### src/rtl/iidl_pkg.sv
package iidl_pkg;

  localparam int KIND_W  = 2;
  localparam int IDX_W   = 5;
  localparam int VAL_W   = 32;
  localparam int STAT_W  = 2;
  localparam int CNT_W   = 5;

  localparam logic [KIND_W-1:0] KIND_APPEND = 2'd0;
  localparam logic [KIND_W-1:0] KIND_INSERT = 2'd1;
  localparam logic [KIND_W-1:0] KIND_DELETE = 2'd2;
  localparam logic [KIND_W-1:0] KIND_DUMP   = 2'd3;

  localparam logic [STAT_W-1:0] STAT_DONE  = 2'd0;
  localparam logic [STAT_W-1:0] STAT_RANGE = 2'd1;
  localparam logic [STAT_W-1:0] STAT_FULL  = 2'd2;

endpackage

### src/rtl/indexed_insert_delete_list.sv
// Ordered list of up to CAPACITY signed 32-bit values held in one synchronous
// RAM with a single write and a single read port. Every transaction gives a
// result: append, insert, delete and a dump of an empty list give one, and a
// dump of a non-empty list gives one per entry, the last one flagged. Status,
// emptiness and count are known at acceptance, so the single result of a
// non-dump transaction is registered at the edge that accepts it. The RAM work
// then follows one entry per cycle through a read-ahead pipeline, a dump only
// while the result channel is not stalled: an append or an insert at position i
// rewrites the entries from the old end down to i, a delete at position i moves
// each later entry down by one, and a dump reads every entry in order. An
// ignored transaction does no RAM work. A new transaction is taken only when
// that work is done and the result register can be loaded.
module indexed_insert_delete_list
  import iidl_pkg::*;
#(
  parameter int CAPACITY = 16
) (
  input  logic                     clk,
  input  logic                     rst_n,
  input  logic                     in_valid,
  output logic                     in_stall,
  input  logic [KIND_W-1:0]        in_kind,
  input  logic [IDX_W-1:0]         in_index,
  input  logic signed [VAL_W-1:0]  in_value,
  output logic                     out_valid,
  input  logic                     out_stall,
  output logic [STAT_W-1:0]        out_status,
  output logic signed [VAL_W-1:0]  out_entry_value,
  output logic                     out_has_value,
  output logic                     out_is_last,
  output logic                     out_is_empty,
  output logic [CNT_W-1:0]         out_entry_count
);

  localparam int CW = $clog2(CAPACITY + 1);
  localparam int AW = $clog2(CAPACITY);
  localparam int IW = (CW > IDX_W) ? CW : IDX_W;
  localparam int OW = (IW > CNT_W) ? IW : CNT_W;

  localparam logic [1:0] S_IDLE = 2'd0;
  localparam logic [1:0] S_INS  = 2'd1;
  localparam logic [1:0] S_DEL  = 2'd2;
  localparam logic [1:0] S_DUMP = 2'd3;

  logic [VAL_W-1:0]        entries_r [CAPACITY];
  logic signed [VAL_W-1:0] rd_data_r;

  logic [1:0]              state_r, state_nxt;
  logic [CW-1:0]           count_r, count_nxt;
  logic [CW-1:0]           ptr_r, ptr_nxt;
  logic [CW-1:0]           op_idx_r, op_idx_nxt;
  logic signed [VAL_W-1:0] op_val_r, op_val_nxt;

  logic                    out_valid_r, out_valid_nxt;
  logic [STAT_W-1:0]       out_status_r, out_status_nxt;
  logic signed [VAL_W-1:0] out_value_r, out_value_nxt;
  logic                    out_has_r, out_has_nxt;
  logic                    out_last_r, out_last_nxt;
  logic                    out_empty_r, out_empty_nxt;
  logic [CNT_W-1:0]        out_count_r, out_count_nxt;

  logic                    can_load;
  logic                    out_load;
  logic                    accept;
  logic                    full;
  logic [IW-1:0]           idx_x;
  logic [IW-1:0]           cnt_x;
  logic [CW-1:0]           idx_c;
  logic                    rd_en;
  logic [AW-1:0]           rd_addr;
  logic                    wr_en;
  logic [AW-1:0]           wr_addr;
  logic [VAL_W-1:0]        wr_data;
  logic [CW-1:0]           ptr_dec;
  logic [CW-1:0]           ptr_dec2;
  logic [CW-1:0]           ptr_inc;
  logic [CW-1:0]           ptr_inc2;
  logic [CW-1:0]           cnt_dec;
  logic [CW-1:0]           idx_inc;
  logic [OW-1:0]           count_out_x;

  assign can_load = !out_valid_r || !out_stall;
  assign in_stall = (state_r != S_IDLE) || !can_load;
  assign accept   = in_valid && !in_stall;
  assign full     = count_r >= CW'(CAPACITY);
  assign idx_x    = IW'(in_index);
  assign cnt_x    = IW'(count_r);
  assign idx_c    = idx_x[CW-1:0];
  assign ptr_dec  = ptr_r - CW'(1);
  assign ptr_dec2 = ptr_r - CW'(2);
  assign ptr_inc  = ptr_r + CW'(1);
  assign ptr_inc2 = ptr_r + CW'(2);
  assign cnt_dec  = count_r - CW'(1);
  assign idx_inc  = idx_c + CW'(1);
  assign count_out_x = OW'(count_nxt);

  always_comb begin
    state_nxt      = state_r;
    count_nxt      = count_r;
    ptr_nxt        = ptr_r;
    op_idx_nxt     = op_idx_r;
    op_val_nxt     = op_val_r;
    rd_en          = 1'b0;
    rd_addr        = '0;
    wr_en          = 1'b0;
    wr_addr        = '0;
    wr_data        = '0;
    out_load       = 1'b0;
    out_status_nxt = STAT_DONE;
    out_value_nxt  = '0;
    out_has_nxt    = 1'b0;
    out_last_nxt   = 1'b1;
    case (state_r)
      S_IDLE: begin
        if (accept) begin
          op_val_nxt = in_value;
          out_load   = 1'b1;
          case (in_kind)
            KIND_APPEND: begin
              if (full) begin
                out_status_nxt = STAT_FULL;
              end else begin
                state_nxt  = S_INS;
                ptr_nxt    = count_r;
                op_idx_nxt = count_r;
                count_nxt  = count_r + CW'(1);
              end
            end
            KIND_INSERT: begin
              if (idx_x > cnt_x) begin
                out_status_nxt = STAT_RANGE;
              end else if (full) begin
                out_status_nxt = STAT_FULL;
              end else begin
                state_nxt  = S_INS;
                ptr_nxt    = count_r;
                op_idx_nxt = idx_c;
                count_nxt  = count_r + CW'(1);
                if (idx_x < cnt_x) begin
                  rd_en   = 1'b1;
                  rd_addr = cnt_dec[AW-1:0];
                end
              end
            end
            KIND_DELETE: begin
              if (idx_x >= cnt_x) begin
                out_status_nxt = STAT_RANGE;
              end else begin
                count_nxt = cnt_dec;
                if (idx_inc < count_r) begin
                  state_nxt = S_DEL;
                  ptr_nxt   = idx_c;
                  rd_en     = 1'b1;
                  rd_addr   = idx_inc[AW-1:0];
                end
              end
            end
            default: begin
              if (count_r != '0) begin
                out_load  = 1'b0;
                state_nxt = S_DUMP;
                ptr_nxt   = '0;
                rd_en     = 1'b1;
                rd_addr   = '0;
              end
            end
          endcase
        end
      end
      S_INS: begin
        wr_en   = 1'b1;
        wr_addr = ptr_r[AW-1:0];
        if (ptr_r == op_idx_r) begin
          wr_data   = op_val_r;
          state_nxt = S_IDLE;
        end else begin
          wr_data = rd_data_r;
          ptr_nxt = ptr_dec;
          if (ptr_dec > op_idx_r) begin
            rd_en   = 1'b1;
            rd_addr = ptr_dec2[AW-1:0];
          end
        end
      end
      S_DEL: begin
        wr_en   = 1'b1;
        wr_addr = ptr_r[AW-1:0];
        wr_data = rd_data_r;
        if (ptr_inc < count_r) begin
          ptr_nxt = ptr_inc;
          rd_en   = 1'b1;
          rd_addr = ptr_inc2[AW-1:0];
        end else begin
          state_nxt = S_IDLE;
        end
      end
      S_DUMP: begin
        if (can_load) begin
          out_load      = 1'b1;
          out_value_nxt = rd_data_r;
          out_has_nxt   = 1'b1;
          out_last_nxt  = (ptr_inc == count_r);
          if (ptr_inc == count_r) begin
            state_nxt = S_IDLE;
          end else begin
            ptr_nxt = ptr_inc;
            rd_en   = 1'b1;
            rd_addr = ptr_inc[AW-1:0];
          end
        end
      end
      default: begin
        state_nxt = S_IDLE;
      end
    endcase
    out_empty_nxt = (count_nxt == '0);
    out_count_nxt = count_out_x[CNT_W-1:0];
    out_valid_nxt = out_load || (out_valid_r && out_stall);
  end

  always_ff @(posedge clk) begin
    if (wr_en) begin
      entries_r[wr_addr] <= wr_data;
    end
    if (rd_en) begin
      rd_data_r <= entries_r[rd_addr];
    end
  end

  always_ff @(posedge clk) begin
    if (!rst_n) begin
      state_r     <= S_IDLE;
      count_r     <= '0;
      out_valid_r <= 1'b0;
    end else begin
      state_r     <= state_nxt;
      count_r     <= count_nxt;
      out_valid_r <= out_valid_nxt;
    end
  end

  always_ff @(posedge clk) begin
    ptr_r    <= ptr_nxt;
    op_idx_r <= op_idx_nxt;
    op_val_r <= op_val_nxt;
    if (out_load) begin
      out_status_r <= out_status_nxt;
      out_value_r  <= out_value_nxt;
      out_has_r    <= out_has_nxt;
      out_last_r   <= out_last_nxt;
      out_empty_r  <= out_empty_nxt;
      out_count_r  <= out_count_nxt;
    end
  end

  assign out_valid       = out_valid_r;
  assign out_status      = out_status_r;
  assign out_entry_value = out_value_r;
  assign out_has_value   = out_has_r;
  assign out_is_last     = out_last_r;
  assign out_is_empty    = out_empty_r;
  assign out_entry_count = out_count_r;

  a_count_bound: assert property (@(posedge clk) disable iff (!rst_n)
    count_r <= CW'(CAPACITY))
    else $error("entry count exceeds capacity");

  a_no_rw_collision: assert property (@(posedge clk) disable iff (!rst_n)
    (rd_en && wr_en) |-> (rd_addr != wr_addr))
    else $error("read and write hit the same entry in one cycle");

  a_dump_in_range: assert property (@(posedge clk) disable iff (!rst_n)
    (state_r == S_DUMP) |-> (ptr_r < count_r))
    else $error("dump pointer beyond the list");

  a_value_not_empty: assert property (@(posedge clk) disable iff (!rst_n)
    (out_valid_r && out_has_r) |-> !out_empty_r)
    else $error("dumped entry reported from an empty list");

  a_busy_holds_count: assert property (@(posedge clk) disable iff (!rst_n)
    (state_r != S_IDLE) |=> $stable(count_r))
    else $error("entry count changed while a transaction was in progress");

endmodule

### config.mk
export PLATFORM = sky130hd
export DESIGN_NAME = indexed_insert_delete_list
export DESIGN_NICKNAME = d
export VERILOG_FILES = /design/src/rtl/iidl_pkg.sv /design/src/rtl/indexed_insert_delete_list.sv
export SDC_FILE = /design/constraint.sdc
export NUM_CORES = 1
export LEC_CHECK = 0
export BUFFER_PORTS_ARGS = -buffer_cell sky130_fd_sc_hd__buf_2
export CAP_MARGIN = 20
export CORE_ASPECT_RATIO = 1.75
export CORE_MARGIN = 2
export CORE_UTILIZATION = 54
export CTS_CLUSTER_SIZE = 10
export DETAILED_ROUTE_END_ITERATION = 16
export PLACE_DENSITY = 0.79
export SLEW_MARGIN = 5
export SYNTH_ARGS = -nofsm -noshare
export SYNTH_HDL_FRONTEND = slang
export SYNTH_SLANG_ARGS = --single-unit
### constraint.sdc
create_clock -name clk -period 7.48 [get_ports clk]
set_input_delay 2.244 -clock clk [delete_from_list [all_inputs] [get_ports clk]]
set_output_delay 2.244 -clock clk [all_outputs]
set_load 0.02 [all_outputs]
=== Yosys cells after proc, flatten, opt, wreduce, memory -nomap -nowiden ===
Memories as Yosys holds them, arrays and structs flattened. A register that Yosys moved wholly into a read port is not among the register bits.
Cells that the tools add are included.

* Bits in registers: 92
* RAM bits: 512
* Input port bits: 43
* Output and inout port bits: 44
* Word-level logic and storage cells: 147
* Memories: 1

* $add $sub $neg: 7
* Magnitude comparators: 7
* Equal/unequal tests: 22
* Muxes and demuxes: 76
* Reductions and logical operators: 22

{| class="wikitable"
|+ Memories
! memory !! depth !! width !! rd ports !! clocked after Yosys merged registers in !! wr ports !! line !! RTL
|-
| entries_r || 16 || 32 || 1 || 1 || 1 || indexed_insert_delete_list.sv:45 || <nowiki>logic [VAL_W-1:0] entries_r [CAPACITY];</nowiki>
|}

{| class="wikitable"
|+ Operators with widths
! kind !! number
|-
| 2-to-1 mux 5 bit || 18
|-
| one-hot mux 32 bit (2 select lines) || 1
|-
| 2-to-1 mux 4 bit || 12
|-
| 2-to-1 mux 32 bit || 1
|-
| one-hot mux 5 bit (3 select lines) || 2
|-
| 2-to-1 mux 2 bit || 12
|-
| != test 2 bit (second input constant) || 11
|-
| 2-to-1 mux 1 bit || 20
|-
| one-hot mux 5 bit (4 select lines) || 1
|-
| AND reduction 9 bit || 2
|-
| one-hot mux 4 bit (4 select lines) || 1
|-
| adder 5 x 1 -> 5 bit (second input constant) || 3
|-
| < comparator 5 bit || 3
|-
| one-hot mux 2 bit (3 select lines) || 2
|-
| == test 5 bit || 2
|-
| greater-than comparator 5 bit || 2
|-
| one-hot mux 5 bit (2 select lines) || 1
|-
| subtractor 5 x 1 -> 5 bit (second input constant) || 2
|-
| != test 3 bit (second input constant) || 3
|-
| one-hot mux 2 bit (4 select lines) || 1
|-
| one-hot mux 4 bit (2 select lines) || 1
|-
| == test 2 bit (second input constant) || 3
|-
| AND reduction 6 bit || 1
|-
| greater-or-equal comparator 5 bit || 1
|-
| 18 further kinds || 28
|}

=== Depth between registers and ports, before layout ===
* Depth after elaboration: 9
* Gate-level depth with buffers: 18
* Gate-level depth less buffers: 14

=== Least setup slack after synthesis ===
OpenSTA, ideal clock, no wires.

* Path type: in2reg
* Start point: in in_index[2]
* End point: reg rd_data_r[0] (read register of entries_r), enable pin
* Setup time: 0.428 ns
* Data arrival time: 5.027 ns
* Required time: 7.052 ns
* Path slack: 2.025 ns
* Stages: 10
* Buffers on the path: 0
* Cells stage by stage: nand3_1 > xor2_1 > inv_1 > ha_1 > a21o_1 > a21oi_1 > nand4_1 > a21oi_1 > a21oi_1 > o21bai_1

* Cells in the longest elaborated chain, start to end: 7
* Elaborated cells on any way between the ends: 21
* Classes of those cells: add/sub (1); order compare (4); mux (16)

{| class="wikitable"
|+ Ends and longest elaborated chain
! what !! line !! RTL
|-
| start, declared || indexed_insert_delete_list.sv:23 || <nowiki>input logic [IDX_W-1:0] in_index,</nowiki>
|-
| adder 5 x 1 -> 5 bit or < comparator 5 bit (tied branches) || indexed_insert_delete_list.sv:94, indexed_insert_delete_list.sv:139 ||
|-
| < comparator 5 bit or 2-to-1 mux 1 bit (tied branches) || indexed_insert_delete_list.sv:150, indexed_insert_delete_list.sv:139 ||
|-
| 2-to-1 mux 1 bit, on equally long branches || indexed_insert_delete_list.sv:150, indexed_insert_delete_list.sv:132 ||
|-
| 2-to-1 mux 1 bit, on equally long branches || indexed_insert_delete_list.sv:146, indexed_insert_delete_list.sv:130 ||
|-
| one-hot mux 1 bit (3 select lines) (*) || indexed_insert_delete_list.sv:118 || <nowiki>case (in_kind)</nowiki>
|-
| 2-to-1 mux 1 bit (*) || indexed_insert_delete_list.sv:115 || <nowiki>if (accept) begin</nowiki>
|-
| one-hot mux 1 bit (4 select lines) (*) || indexed_insert_delete_list.sv:113 || <nowiki>case (state_r)</nowiki>
|-
| net rd_en || indexed_insert_delete_list.sv:69 || <nowiki>logic rd_en;</nowiki>
|-
| end, declared || indexed_insert_delete_list.sv:46 || <nowiki>logic signed [VAL_W-1:0] rd_data_r;</nowiki>
|}

The timed path passes the listed nets; every way through them passes the cells marked *.
A chain may end at the register's enable or synchronous reset.

=== Worst setup path in the final report ===
* Start point: in in_index[0]
* End point: reg rd_data_r[0] (read register of entries_r) (data pin)

* Cells in the longest elaborated chain, start to end: 7
* Elaborated cells on any way between the ends: 21
* Classes of those cells: add/sub (1); order compare (4); mux (16)

{| class="wikitable"
|+ Ends and longest elaborated chain
! what !! line !! RTL
|-
| adder 5 x 1 -> 5 bit or < comparator 5 bit (tied branches) || indexed_insert_delete_list.sv:94, indexed_insert_delete_list.sv:139 ||
|-
| < comparator 5 bit, or another cell as far along || indexed_insert_delete_list.sv:150 || <nowiki>if (idx_inc < count_r) begin</nowiki>
|-
| 2-to-1 mux 1 bit, or another cell as far along || indexed_insert_delete_list.sv:150 ||
|-
| 2-to-1 mux 1 bit, or another cell as far along || indexed_insert_delete_list.sv:146 || <nowiki>if (idx_x >= cnt_x) begin</nowiki>
|-
| one-hot mux 1 bit (3 select lines) or one-hot mux 4 bit (2 select lines) (tied branches) || indexed_insert_delete_list.sv:118 ||
|-
| 2-to-1 mux 1 bit or 2-to-1 mux 4 bit (tied branches) || indexed_insert_delete_list.sv:115 ||
|-
| one-hot mux 1 bit (4 select lines) or one-hot mux 4 bit (4 select lines) (tied branches) || indexed_insert_delete_list.sv:113 ||
|}

Several ways; a longest one is shown, not always the timed one.

==> metrics.md <==
| Metric | Value |
|---|---|
| Final setup fails | 0 |
| Cell Area, Synth | 26500 sq um |
| Sum Neg Setup Slack | 0 ps |
| Outcome | finished, final reports clean |
| Layout filler cell count | 3400 |
| Hold WS | 562 ps |
| CP Max Fanout | 63 |
| Yosys warns | 0 |
| CORE AREA | 48600 sq um |
| F_max | approximately 170 MHz |
| Syn Area/Cell | ~15 sq um |
| Post-CTS sizing | 0 |
| Synth cell types | between 60 and 70 |
| Post-Syn Instances | approximately 1800 |
| Placed Area | 27700 sq um |
| GPL Wtd Cong | just over 0.9 |
| Post-layout min period | 5930 ps |
| CTS sink cnt | 636 |
| Die area | 50900 sq um |
| Vias in the first global route | ~17000 |
| Share of layout cells above drive strength 1 | 0.134 |
| Main flop type after synthesis | edfxtp_1 |
| Max-cap viol count | 0 |
| Number of synthesized flops with an enable pin | 628 |
| First-pass GRT wire length | roughly 100000 um |
| First DRT Iteration DRCs | 2147 |
| Pwr/cell area | ~330 nW/um^2 |
| Layout Nets | 1909 |
| Worst setup EP type | flop |
| Max clock buf depth | 3 |
| Initial Utilization | 0.545 |
| Critical path class | in2reg |
| DR vias/cell | approximately 6.7 |
| Sequential share of the synthesized area | 0.718 |
| Clock skew | 24.0 ps |
| Pre-CTS setup slack | just over 1000 ps |
| Most frequent CP cell | ha_1 |
| Drt first pass iters | 5 |
| Slew HR | 0.220 |
| H-tree depth | 3 |
| # DRC | 0 |
| Master of the slowest instance on the critical path | buf_4 |
| Syn Nets | 1843 |
| Multi-input logic area | 6930 sq um |
| RSZ-0062 raised after global routing | false |
| Layout area overhead | 11.8% |
| Initial antenna violation count | 0 |
| I/O pin count | 87 |
| Worst Slack Setup Final | 1550 ps |
| Wire length per cell | between 20 and 30 um |
| Cell Chain, Critical Path | buf_2 > ha_1 > nand3_1 > xnor2_1 > ha_1 > o2111ai_1 > nand4_1 > o22ai_2 > nand3_4 > and2_4 > buf_4 > mux2i_1 > a221oi_1 > or3_1 |
| Slew of the pin with the lowest slew margin | approximately 1200 ps |
| Cell family with most CP delay | simple AND/OR/NAND/NOR gates |
| Vias | approximately 17000 |
| Global route overflow | 0 |
| Design Area, Final | 29600 sq um |
| Leakage | 10.2 nW |
| Post-DP HPWL | 36700 um |
| Total Power | 9.92 mW |
| Die width | about 170 um |
| Antenna cells | 0 |
| Pin count of the biggest net entering global routing | ~110 |
| Max Slew Vio Count | 0 |
| Synth area leaders | edfxtp_1, and3_1, a211oi_1 |
| VDD IR max | ~0.21 mV |
| Root buf cell | clkbuf_16 |
| Worst skew pair latency | 590 ps |
| Routed WL | 67000 um |
| Total CTS buffers | 73 |
| Asr flop ratio synth | 0 |
| Clock slew at reported path FFs | 60 ps |
| Antenna Nets Post-Route | 0 |
| CTS tree | yes |
| Synth area leader | edfxtp_1 |
| Worst Setup Start Kind | input pin |
| Buffers & Inverters on Critical Path | 2 |
| Synth Register Bits | 636 |
| Crit path required time | slightly below 8000 ps |
| Core Util, Final | 0.609 |
| IO buf count | 86 |
| Ratio of final minimum period to clock period | 0.792 |
| Hold Path Class | reg2reg |
| CP max stage delay | 790 ps |
| GRT Total Usage | 0.266 |
| WP data arrival | roughly 6200 ps |
| Top cell type's share of synthesized area | 0.712 |
| Std-Cell Rows | around 110 |
| Cells after DPL | between 2000 and 2500 |
| Seq. cell area | 19000 sq um |
| Post-CTS Setup Repair Bufs | 0 |
| Final cell count without fillers | around 2500 |
| Die Y | roughly 300 um |
| Hold buffers post-CTS | 0 |
| Endpoints failing hold | 0 |
## kinds of logic (layout without fill, tap and decap cells)
group                      after synthesis  in the layout  synth area share
DFF                                    636            636             0.718
AOI/OAI and AO/OA                      435            435             0.122
and+or+nand+nor                        406            406            0.0842
buffers and inverters                  165            247            0.0275
muxes                                   68             68            0.0257
adders and majority gates               37             37            0.0175
xor gates and xnor gates                16             16           0.00529
## area by class of cell
| type | count | share of cell area |
|---|---|---|
| flip-flops and latches | 636 | 0.642 |
| multi-input cells | 962 | 0.234 |
| clock buffers | 87 | 0.0645 |
| well taps | 654 | 0.0276 |
| repair buffers | 129 | 0.0271 |
| inverters | 27 | 0.00342 |
| clock inverters | 4 | 0.00127 |
## cell usage in the layout, fill, tap and decap left out, types with 32 or more instances in the layout
cell type / synthesis / layout
nor2b_1: 38 / 38
a21oi_1: 83 / 83
buf_2: 27 / 86
a221oi_1: 64 / 64
ha_1: 37 / 37
edfxtp_1: 628 / 628
clkbuf_16: 0 / 74
a211oi_1: 96 / 96
nand2_1: 95 / 93
o32ai_1: 33 / 33
or3_1: 32 / 32
a21boi_0: 32 / 32
and3_1: 161 / 161
a22oi_1: 40 / 40
buf_4: 6 / 39
mux2i_1: 68 / 68
o311ai_1: 32 / 32
## flip-flops by register name, indices dropped and copies added (netlist names), 5 cells and up
register and count:
op_idx_r 5, out_entry_count 5, entries_r 512, out_entry_value 32, op_val_r 32, cnt_x 5, ptr_r 5, rd_data_r 32
## path summary, 6_finish.rpt
path | startpoint | to | slack (ps) | cells past startpoint
setup / recovery | in_index[0] | rd_data_r[0] | 1550 | 14
hold / removal | rd_data_r[2] | out_entry_value[2] | 560 | 1
setup reg to reg | ptr_r[0] | rd_data_r[0] | 1670 | 13
hold reg to reg | rd_data_r[2] | out_entry_value[2] | 560 | 1
## synthesized netlist by cell type, types with 2 or more instances
cell type and number:
inv_1 25, inv_2 2, edfxtp_1 628, or3_1 32, a21o_1 4, mux2i_1 68
and2_4 2, xnor2_1 11, nand4_1 5, dfxtp_1 8, a211oi_1 96, xor2_1 5
nand3_1 12, clkbuf_1 90, a21oi_1 83, o21a_1 2, o21ai_1 2, and2_1 9
a22oi_1 40, nand3b_1 2, a21oi_2 3, nor3_1 7, ha_1 37, o21ai_0 14
buf_4 6, nor2_1 28, buf_2 27, o311ai_1 32, o32ai_1 33, nand2_1 95
a21boi_0 32, o221ai_1 2, a221oi_1 64, buf_1 8, o32a_1 2, and3_1 161
or2_2 3, o22ai_1 7, buf_6 7, nor2b_1 38, nand2b_1 6
## layer usage
metal  share of wire  track usage
met1            0.35        0.332
met2            0.49        0.436
met3            0.10       0.0488
met4           0.056        0.147
met5               0            0
## report_power, final
| part | total [mW] | switching, mW | internal [mW] |
|---|---|---|---|
| logic | 2.28 | 1.57 | 0.705 |
| registers | 4.60 | 0.160 | 4.44 |
| clock network | 3.04 | 1.27 | 1.77 |
Note: power is estimated with default switching activity, not from simulation.
